===== src/rtl/core/lzfd_pkg.sv =====
// Shared types and constants for the LZ77 flag-byte decompressor.
`default_nettype none

package lzfd_pkg;

  localparam int unsigned SIZE_BITS    = 24;
  localparam int unsigned COUNT_BITS   = SIZE_BITS + 1;
  localparam int unsigned WINDOW_DEPTH = 4096;
  localparam int unsigned WIN_AW       = $clog2(WINDOW_DEPTH);
  localparam int unsigned DIST_BITS    = WIN_AW + 1;
  localparam int unsigned LEN_BITS     = 5;
  localparam int unsigned FLAG_COUNT   = 8;

  localparam logic [LEN_BITS-1:0] MIN_MATCH = LEN_BITS'(3);

  typedef enum logic [2:0] {
    ST_IDLE,
    ST_LIT,
    ST_COPY_PRE,
    ST_COPY,
    ST_PAD
  } state_e;

  typedef enum logic [1:0] {
    PH_FLAG,
    PH_TOKEN,
    PH_REF2
  } phase_e;

  typedef struct packed {
    logic [7:0] out_byte;
    logic       is_padding;
    logic       last;
    logic       done_res;
    logic       bad_reference;
  } out_item_t;

endpackage

`default_nettype wire


===== src/rtl/core/lzfd_if.sv =====
// Handshake channel interfaces: compressed input, decoded output, size configuration.
`default_nettype none


interface lzfd_out_if;
  logic       valid;
  logic       ready;
  logic [7:0] out_byte;
  logic       is_padding;
  logic       last;
  logic       done_res;
  logic       bad_reference;

  modport source (output valid, output out_byte, output is_padding, output last,
                  output done_res, output bad_reference, input ready);
  modport sink   (input valid, input out_byte, input is_padding, input last,
                  input done_res, input bad_reference, output ready);
endinterface


`default_nettype wire


===== src/rtl/core/lzfd_out_reg.sv =====
// Output register stage between the decoder and the result channel.
`default_nettype none

module lzfd_out_reg (
  input  wire logic                clk_i,
  input  wire logic                rst_ni,
  input  wire logic                valid_i,
  output logic                     ready_o,
  input  wire lzfd_pkg::out_item_t item_i,
  lzfd_out_if.source               out_o
);

  logic                valid_q, valid_d;
  lzfd_pkg::out_item_t item_q, item_d;

  assign ready_o = !valid_q || out_o.ready;

  always_comb begin
    valid_d = valid_q;
    item_d  = item_q;
    if (ready_o) begin
      valid_d = valid_i;
      item_d  = item_i;
    end
  end

  always_ff @(posedge clk_i or negedge rst_ni) begin
    if (!rst_ni) begin
      valid_q <= 1'b0;
    end else begin
      valid_q <= valid_d;
    end
  end

  always_ff @(posedge clk_i) begin
    item_q <= item_d;
  end

  assign out_o.valid         = valid_q;
  assign out_o.out_byte      = item_q.out_byte;
  assign out_o.is_padding    = item_q.is_padding;
  assign out_o.last          = item_q.last;
  assign out_o.done_res      = item_q.done_res;
  assign out_o.bad_reference = item_q.bad_reference;

endmodule

`default_nettype wire


===== src/flat_wrapper.sv =====
// flat-port wrapper written by rule: the top's interface ports become plain ports
module lzfd_out_reg_flat 
  (clk_i, rst_ni, valid_i, ready_o, item_i, out_o_valid, out_o_out_byte, out_o_is_padding, out_o_last, out_o_done_res, out_o_bad_reference, out_o_ready);
  lzfd_out_if out_o_i ();
  input  wire logic clk_i;
  input  wire logic rst_ni;
  input  wire logic valid_i;
  output logic ready_o;
  input  wire lzfd_pkg::out_item_t item_i;
  output wire logic [$bits(out_o_i.valid)-1:0] out_o_valid;
  output wire logic [$bits(out_o_i.out_byte)-1:0] out_o_out_byte;
  output wire logic [$bits(out_o_i.is_padding)-1:0] out_o_is_padding;
  output wire logic [$bits(out_o_i.last)-1:0] out_o_last;
  output wire logic [$bits(out_o_i.done_res)-1:0] out_o_done_res;
  output wire logic [$bits(out_o_i.bad_reference)-1:0] out_o_bad_reference;
  input wire logic [$bits(out_o_i.ready)-1:0] out_o_ready;
  assign out_o_valid = out_o_i.valid;
  assign out_o_out_byte = out_o_i.out_byte;
  assign out_o_is_padding = out_o_i.is_padding;
  assign out_o_last = out_o_i.last;
  assign out_o_done_res = out_o_i.done_res;
  assign out_o_bad_reference = out_o_i.bad_reference;
  assign out_o_i.ready = out_o_ready;
  lzfd_out_reg u_core (.clk_i(clk_i), .rst_ni(rst_ni), .valid_i(valid_i), .ready_o(ready_o), .item_i(item_i), .out_o(out_o_i));
endmodule

===== config.mk =====
export PLATFORM = sky130hd
export DESIGN_NAME = lzfd_out_reg_flat
export DESIGN_NICKNAME = d
export VERILOG_FILES = /design/src/rtl/core/lzfd_pkg.sv /design/src/rtl/core/lzfd_if.sv /design/src/rtl/core/lzfd_out_reg.sv /design/src/flat_wrapper.sv
export SDC_FILE = /design/constraint.sdc
export NUM_CORES = 1
export LEC_CHECK = 0
export BUFFER_PORTS_ARGS = -buffer_cell sky130_fd_sc_hd__buf_2
export CORE_AREA = 2 2 39 41
export DETAILED_ROUTE_END_ITERATION = 8
export DIE_AREA = 0 0 41 43
export PLACE_DENSITY = 0.67
export RECOVER_POWER = 50
export SKIP_CTS_REPAIR_TIMING = 1
export SLEW_MARGIN = 40
export SYNTH_ARGS = -nofsm -noshare
export SYNTH_HDL_FRONTEND = slang
export SYNTH_SLANG_ARGS = --single-unit

===== constraint.sdc =====
create_clock -name clk_i -period 2.07 [get_ports clk_i]
set_input_delay 0.207 -clock clk_i [delete_from_list [all_inputs] [get_ports clk_i]]
set_output_delay 0.207 -clock clk_i [all_outputs]
set_load 0.02 [all_outputs]

==> impl_metrics.json, run 1 <==
{
  "final_design_area_no_fill_um2": 602,
  "synthesis.instances": 15,
  "dr.first_iter.drc_count": 7,
  "placementRows": 14,
  "grt_start_max_net_pins": 15,
  "muxShareOfSynthArea": 0,
  "finalNonFillerCells": 65,
  "globalRouteTotalUtil": 0.0868,
  "worst_slew_pin_slew_ns": 0.614,
  "core_region_area_mm2": 0.00138,
  "rsz0062_at_grt": "no",
  "synth_seq_cells": 13,
  "cp_cell_sequence": "nand2b_1 -> buf_2",
  "nNetsFinal": 66,
  "final_routed_drc_violation_total": 0,
  "initial_core_util": 0.295,
  "post_route_cells_drive_above_1_share": 0.673,
  "vdd.ir_drop.worst_mv": 0.413,
  "place.port_buffers": 29,
  "critPathLaunchType": "register",
  "setup-tns-final_ns": 0,
  "layout_filler_cell_count": 136,
  "synth_area_um2": 408,
  "root_buffer": "sky130_fd_sc_hd__clkbuf_4",
  "die_area_mm2": 0.00176,
  "final.min_clock_period_ns": 1.58,
  "finalMaxSlewViolations": 0,
  "global_route_wire_length_before_repair_um": 938,
  "synth.yosys.seq_area_share": 0.945,
  "pwr_density_cell_mw_per_mm2": 869,
  "top_layer_used": "met4",
  "critPathMaxFanout": 14,
  "totalWireLength_um": 637,
  "syn_nets": 31,
  "clk_latency_ns": 0.26,
  "route.antenna.remaining_nets": 0,
  "synthesis.area_per_instance_um2": 27.2,
  "wl_met1_um": 206,
  "holdWs_ns": 0.112,
  "status": "complete, no violations",
  "ff2ff_path_depth": 1,
  "path_class": "register to output port",
  "final_min_period_over_clock_period": 0.761,
  "slowest_stage": "sky130_fd_sc_hd__nand2b_1",
  "finClkSkew_ns": 0.00145,
  "via_count_of_the_first_global_routing_pass": 237,
  "netlist-cell-type-count": 4,
  "number_of_vias_in_the_routed_layout": 258,
  "met2_length_um": 348,
  "cap_viol_max_count": 0,
  "static-leakage-power_nw": 0.269,
  "amount_of_wire_on_met3_after_detailed_routing_um": 74,
  "critical_path.endpoint_type": "output port",
  "setup_violations": 0,
  "via_per_inst": 3.97,
  "main_combinational_cell_family_by_area_after_synthesis": "simple AND/OR/NAND/NOR gates",
  "tritoncts": "done",
  "worst_path_largest_cell_delay_ns": 0.45,
  "worstHoldPathCells": 1,
  "synth_xor_xnor_area_share": 0,
  "cp.arrival_ns": 1.37,
  "grt_antenna_before_repair": 0,
  "worstHoldPathType": "primary input to register",
  "num_antenna_cells": 0,
  "timing_hold_violations_final": 0,
  "clock_tree.htree_level_count": 1,
  "relSlewSlack": 0.591,
  "mostFrequentLayoutCells": "sky130_fd_sc_hd__buf_2, sky130_fd_sc_hd__edfxtp_1, sky130_fd_sc_hd__clkbuf_4",
  "detailed_place.area_um2": 573,
  "detail_route.first_pass.iterations": 2,
  "gr-total-overflow": 0,
  "synth_compound_area_frac": 0,
  "max_freq_mhz": 635,
  "dp_cells": 60,
  "clock_sinks": 13,
  "area_growth_pct": 47.5,
  "clk_path_buf_depth": 2,
  "chipWidth_um": 41,
  "yosys.area_share.adder": 0,
  "synth_simple_gate_area_frac": 0.0552,
  "boundaryPins": 30,
  "routed_wire_length_per_instance_um": 9.80,
  "number_of_buffers_created_by_cts": 3,
  "gp_congestion": 0.644,
  "synth.yosys.warnings": 0,
  "chipHeight_um": 43,
  "post_cts_clock_slew_at_the_launch_and_capture_registers_of_the_worst_setup_and_hold_paths_ns": 0.07,
  "required_ns": 1.86,
  "layout_commonest_cell": "sky130_fd_sc_hd__buf_2"
}
[per-stage QoR]
step                      worst slack [ns]  utilization  power, mW
after CTS                            0.787        0.433      0.535
final                                0.494        0.435      0.523
after floorplan                       1.07            -      0.354
after global routing                 0.365        0.435      0.554
after detailed placement              1.09        0.414      0.386
after global placement                1.10        0.414      0.385
[path summary, 6_finish.rpt]
check | from | slack, ns | to
setup / recovery | u_core.out_o.valid | 0.49 | ready_o
hold / removal | item_i[6] | 0.11 | u_core.out_o.out_byte[2]
setup reg to reg | u_core.out_o.valid | 0.88 | u_core.out_o.done_res
hold reg to reg | u_core.out_o.valid | 0.88 | u_core.out_o.valid
max in group asynchronous | rst_ni | 1.76 | u_core.out_o.valid
min in group asynchronous | rst_ni | 0.23 | u_core.out_o.valid
[state kept, by name, summed over array words and instances, names as in the netlist]
name	count
u_core.out_o.valid	1
u_core.out_o.out_byte	8
u_core.out_o.bad_reference	1
u_core.out_o.is_padding	1
u_core.out_o.done_res	1
u_core.out_o.last	1
[cells in the mapped netlist]
| library cell | n | area share |
|---|---|---|
| sky130_fd_sc_hd__edfxtp_1 | 12 | 0.88 |
| sky130_fd_sc_hd__nand2b_2 | 1 | 0.021 |
| sky130_fd_sc_hd__dfrtp_1 | 1 | 0.061 |
| sky130_fd_sc_hd__nand2b_4 | 1 | 0.034 |
[logic make-up (layout without fill, tap and decap cells)]
| kind of cell | Yosys count | after routing |
|---|---|---|
| and+or+nand+nor | 2 | 2 |
| buffers and inverters | 0 | 34 |
| DFF | 13 | 13 |
[critical path, delay by kind of cell (launching register included)]
| kind | cells | cell delay (ns) |
|---|---|---|
| buffers and inverters | 1 | 0.28 |
| flip-flops | 1 | 0.37 |
| AND/OR/NAND/NOR | 1 | 0.45 |
[area by class of cell]
| cell class | count | area [µm²] | area share |
|---|---|---|---|
| tap | 16 | 20.0 | 0.0333 |
| clock buffer | 4 | 26.3 | 0.0437 |
| multi-input combinational | 2 | 15.0 | 0.0249 |
| sequential | 13 | 385 | 0.640 |
| timing repair buffer | 30 | 155 | 0.258 |
[power breakdown]
group          total (mW)  switching [mW]  internal [mW]
Combinational      0.0657          0.0408         0.0249
Clock               0.145          0.0708         0.0746
Sequential          0.312         0.00386          0.308
Total               0.523           0.115          0.408
[per-layer routing]
metal  vias to the layer above  track usage
met1                       114       0.0989
li1                        125            -
met5                         -            0
met4                         0       0.0800
met3                         2       0.0314
met2                        17        0.119
Power figures use the tool's default switching activity.
==> inputs of run 2 (changes only) <==
==> constraint.sdc (replaced) <==
create_clock -name clk_i -period 1.6 [get_ports clk_i]
set_input_delay 0.16 -clock clk_i [delete_from_list [all_inputs] [get_ports clk_i]]
set_output_delay 0.16 -clock clk_i [all_outputs]
set_load 0.02 [all_outputs]
==> run 2 against run 1 <==
Net effect: first-iteration DRC count down 100%; clock power is 30% higher; clock skew is 0.0013 ns higher; wire length is 1.1% higher; critical path type unchanged; largest power group unchanged; highest routed layer is now met3.
==> impl_metrics.json, run 2 (synthesis results as in run 1) <==
{
  "status": "complete, no violations",
  "grt_start_max_net_pins": 15,
  "critPathTopFamily": "flip-flops",
  "slowest_stage": "sky130_fd_sc_hd__dfrtp_1",
  "number_of_vias_in_the_routed_layout": 253,
  "gp_congestion": 0.644,
  "gr-total-overflow": 0,
  "clk_path_buf_depth": 2,
  "dp_cells": 60,
  "initial_core_util": 0.295,
  "critPathLaunchType": "register",
  "final_design_area_no_fill_um2": 609,
  "clock_tree.htree_level_count": 1,
  "detailedPlace.worstSlack_ns": 0.664,
  "boundaryPins": 30,
  "dr.first_iter.drc_count": 0,
  "totalWireLength_um": 644,
  "area_growth_pct": 49.4,
  "clock_sinks": 13,
  "cap_viol_max_count": 0,
  "finClkSkew_ns": 0.00279,
  "globalRouteTotalUtil": 0.0814,
  "detailed_place.area_um2": 573,
  "num_antenna_cells": 0,
  "final_min_period_over_clock_period": 0.758,
  "via_per_inst": 3.89,
  "detail_route.first_pass.iterations": 1,
  "power.switching_fraction": 0.221,
  "worstHoldPathType": "primary input to register",
  "place.port_buffers": 29,
  "routed_wire_length_per_instance_um": 9.91,
  "cellInternalPower_mw": 0.529,
  "worst_path_largest_cell_delay_ns": 0.40,
  "post-route-util": 0.440,
  "setup_violations": 0,
  "tritoncts": "done",
  "path_class": "register to output port",
  "placementRows": 14,
  "cp.buffers_inverters": 1,
  "final.min_clock_period_ns": 1.21,
  "cp_cell_sequence": "nand2b_4 -> buf_2",
  "power.share.sequential": 0.596,
  "static-leakage-power_nw": 0.275,
  "timing_hold_violations_final": 0,
  "finalNonFillerCells": 65,
  "max_freq_mhz": 825,
  "post_cts_clock_slew_at_the_launch_and_capture_registers_of_the_worst_setup_and_hold_paths_ns": 0.07,
  "root_buffer": "sky130_fd_sc_hd__clkbuf_4",
  "setup_slack_ns": 0.387,
  "rsz0062_at_grt": "no",
  "vdd.ir_drop.worst_mv": 0.478,
  "core_region_area_mm2": 0.00138,
  "net_switching_power_of_the_design_mw": 0.150,
  "grt_antenna_before_repair": 0,
  "post_route_cells_drive_above_1_share": 0.694,
  "required_ns": 1.44,
  "number_of_flip_flops_under_the_largest_register_name": 8,
  "pwr_density_cell_mw_per_mm2": 1110,
  "nNetsFinal": 66,
  "number_of_buffers_created_by_cts": 3,
  "die_area_mm2": 0.00176,
  "critical_path.endpoint_type": "output port",
  "global_route_wire_length_before_repair_um": 897,
  "via_count_of_the_first_global_routing_pass": 240,
  "critPathMaxFanout": 14,
  "finalMaxSlewViolations": 0,
  "final_routed_drc_violation_total": 0,
  "clock_share_of_power": 0.277,
  "chipHeight_um": 43,
  "cp.arrival_ns": 1.05,
  "layout_commonest_cell": "sky130_fd_sc_hd__buf_2",
  "power_frac_comb": 0.128,
  "mostFrequentLayoutCells": "sky130_fd_sc_hd__buf_2, sky130_fd_sc_hd__edfxtp_1, sky130_fd_sc_hd__clkbuf_4",
  "relSlewSlack": 0.873,
  "r2r_slack_ns": 0.71,
  "clk_latency_ns": 0.26,
  "route.antenna.remaining_nets": 0,
  "chipWidth_um": 41,
  "worst_slew_pin_slew_ns": 0.191,
  "setup-tns-final_ns": 0
}
## run 2: cell counts in the layout (fill, tap and decap cells not counted)
No cell type changed its count.
## run 2: worst paths after layout
check / start / to / depth (start not counted)
worst min register to register: u_core.out_o.valid / u_core.out_o.valid / 2
max in group asynchronous: rst_ni / u_core.out_o.valid / 2
worst max-delay path: u_core.out_o.valid / ready_o / 2
min in group asynchronous: rst_ni / u_core.out_o.valid / 2
worst max register to register: u_core.out_o.valid / u_core.out_o.done_res / 1
worst min-delay path: item_i[6] / u_core.out_o.out_byte[2] / 1
## run 2: area by class of cell
class                   count  area, µm²
fillers                   128        774
flip-flops and latches     13        385
multi-input cells           2       22.5
repair buffers             30        155
well taps                  16       20.0
clock buffers               4       26.3
## run 2: metal layers
metal	wire (µm)	vias up	global-route usage
li1	-	124	-
met3	70	0	0.0314
met5	0	-	0
met4	0	0	0.0800
met2	361	15	0.119
met1	211	114	0.0807
## run 2: metrics by stage
stage / power (mW) / hold slack (ns)
floorplan: 0.458 / -0.136
global placement: 0.498 / -0.0642
detailed placement: 0.499 / -0.0644
CTS: 0.691 / -0.358
global route: 0.713 / 0.0445
finish: 0.679 / 0.0674
## run 2: power by group through the flow
stage          clock, mW  combinational (mW)  sequential [mW]
2_1_floorplan          0              0.0128            0.445
3_3_place_gp           0              0.0856            0.412
3_5_place_dp           0              0.0862            0.413
4_1_cts            0.199              0.0862            0.405
5_1_grt            0.213              0.0936            0.407
6_report           0.188              0.0866            0.405
==> inputs of run 3 (changes only) <==
==> constraint.sdc (replaced) <==
create_clock -name clk_i -period 1.25 [get_ports clk_i]
set_input_delay 0.125 -clock clk_i [delete_from_list [all_inputs] [get_ports clk_i]]
set_output_delay 0.125 -clock clk_i [all_outputs]
set_load 0.02 [all_outputs]
==> run 3 against run 2 <==
Net effect: critical endpoint unchanged; setup slack worse by 0.21 ns; largest power group unchanged; critical path depth is the same; power increased by 30%; highest routed layer unchanged; register-to-register slack got worse by 0.45 ns; final cell count increased by 7.7%; critical path type unchanged; core utilization rose by 2.1 points.
==> impl_metrics.json, run 3 (synthesis results as in run 1) <==
{
  "status": "complete, no violations",
  "r2r_slack_ns": 0.26,
  "gr-total-overflow": 0,
  "worst_r2r_endpoint": "u_core.out_o.last",
  "post-route-util": 0.461,
  "cap_viol_max_count": 0,
  "final.min_clock_period_ns": 1.07,
  "mostFrequentLayoutCells": "sky130_fd_sc_hd__buf_2, sky130_fd_sc_hd__edfxtp_1, sky130_fd_sc_hd__clkbuf_4",
  "critical_path_start": "u_core.out_o.valid",
  "required_ns": 1.12,
  "boundaryPins": 30,
  "relSlewSlack": 0.833,
  "worstHoldPathType": "primary input to register",
  "area_growth_pct": 56.4,
  "clock_sinks": 13,
  "grt_antenna_before_repair": 0,
  "max_freq_mhz": 932,
  "path_class": "register to output port",
  "timing.hold.worst.start": "item_i[4]",
  "worstHoldPathCells": 1,
  "via_per_inst": 4.06,
  "post_route_cells_drive_above_1_share": 0.667,
  "final_min_period_over_clock_period": 0.858,
  "global_route_wire_length_before_repair_um": 862,
  "cp.arrival_ns": 0.95,
  "critPathMaxFanout": 6,
  "cp_cell_sequence": "nand2b_4 -> buf_2",
  "root_buffer": "sky130_fd_sc_hd__clkbuf_4",
  "totalWireLength_um": 639,
  "finalMaxSlewViolations": 0,
  "timing.rr.start": "u_core.out_o.valid",
  "critPathTopFamily": "flip-flops",
  "placementRows": 14,
  "setup-tns-final_ns": 0,
  "clock_tree.htree_level_count": 1,
  "routed_wire_length_per_instance_um": 9.13,
  "rsz0062_at_grt": "no",
  "worst_slew_pin_slew_ns": 0.252,
  "worst_path_largest_cell_delay_ns": 0.42,
  "p_total_mw": 0.879,
  "place.port_buffers": 29,
  "ff2ff_path_depth": 2,
  "route.antenna.remaining_nets": 0,
  "post_cts_clock_slew_at_the_launch_and_capture_registers_of_the_worst_setup_and_hold_paths_ns": 0.08,
  "tritoncts": "done",
  "core_region_area_mm2": 0.00138,
  "layout_commonest_cell": "sky130_fd_sc_hd__buf_2",
  "globalRouteTotalUtil": 0.0753,
  "nNetsFinal": 71,
  "chipHeight_um": 43,
  "detailedPlace.worstSlack_ns": 0.351,
  "grt_start_max_net_pins": 15,
  "timing_hold_violations_final": 0,
  "die_area_mm2": 0.00176,
  "pwr_density_cell_mw_per_mm2": 1380,
  "setup_slack_ns": 0.177,
  "slowest_stage": "sky130_fd_sc_hd__dfrtp_1",
  "layout_filler_cell_count": 130,
  "num_antenna_cells": 0,
  "hold_ep": "u_core.out_o.out_byte[0]",
  "via_count_of_the_first_global_routing_pass": 226,
  "number_of_buffers_created_by_cts": 3,
  "finClkSkew_ns": 0.00524,
  "detailed_place.area_um2": 573,
  "cp.buffers_inverters": 1,
  "critical_path.endpoint_type": "output port",
  "vdd.ir_drop.worst_mv": 0.719,
  "clk_path_buf_depth": 2,
  "setup_violations": 0,
  "dr.first_iter.drc_count": 5,
  "initial_core_util": 0.295,
  "number_of_vias_in_the_routed_layout": 284,
  "number_of_flip_flops_under_the_largest_register_name": 8,
  "clk_latency_ns": 0.26,
  "final_design_area_no_fill_um2": 638,
  "critPathLaunchType": "register",
  "chipWidth_um": 41,
  "static-leakage-power_nw": 0.288,
  "gp_congestion": 0.646,
  "detail_route.first_pass.iterations": 6,
  "final_routed_drc_violation_total": 0
}
run 3: worst reg2reg max path, delay by kind of cell, from the launching register on:
| family | cells | cell delay, ns |
|---|---|---|
| flip-flops | 1 | 0.42 |
| buffers and inverters | 1 | 0.17 |
| AND/OR/NAND/NOR | 1 | 0.10 |
run 3: final cells by class:
type / instances / area (µm²) / area share
flip-flops and latches: 13 / 385 / 0.604
repair buffers: 35 / 183 / 0.286
multi-input cells: 2 / 22.5 / 0.0353
clock buffers: 3 / 22.5 / 0.0353
well taps: 16 / 20.0 / 0.0314
clock inverters: 1 / 5.00 / 0.00784
run 3: how the worst max path moves through the flow:
stage | to | slack, ns | cells after the start
2_1_floorplan | u_core.out_o.bad_reference | 0.25 | 1
3_3_place_gp | ready_o | 0.36 | 2
3_5_place_dp | ready_o | 0.35 | 2
4_1_cts | ready_o | 0.04 | 2
5_1_grt | ready_o | 0.12 | 2
6_report | ready_o | 0.18 | 2
run 3: per-stage QoR:
stage | hold slack (ns) | std cells
after CTS | -0.389 | 64
after global placement | -0.0988 | 60
after global routing | 0.00832 | 70
final | 0.0296 | 70
after floorplan | -0.171 | 15
after detailed placement | -0.0951 | 60
run 3: layer usage:
metal / wire [µm] / global-route usage / share of wire
met5: 0 / 0 / 0
met4: 0 / 0.0600 / 0
met3: 96 / 0.0157 / 0.15
met2: 342 / 0.109 / 0.54
met1: 200 / 0.0915 / 0.31
run 3: power breakdown:
part           leakage [nW]  internal, mW  switching [mW]  total (mW)
Sequential            0.131         0.510         0.00773       0.518
Combinational         0.139        0.0512          0.0702       0.121
Clock                0.0177         0.118           0.122       0.240
Total                 0.288         0.679           0.200       0.879
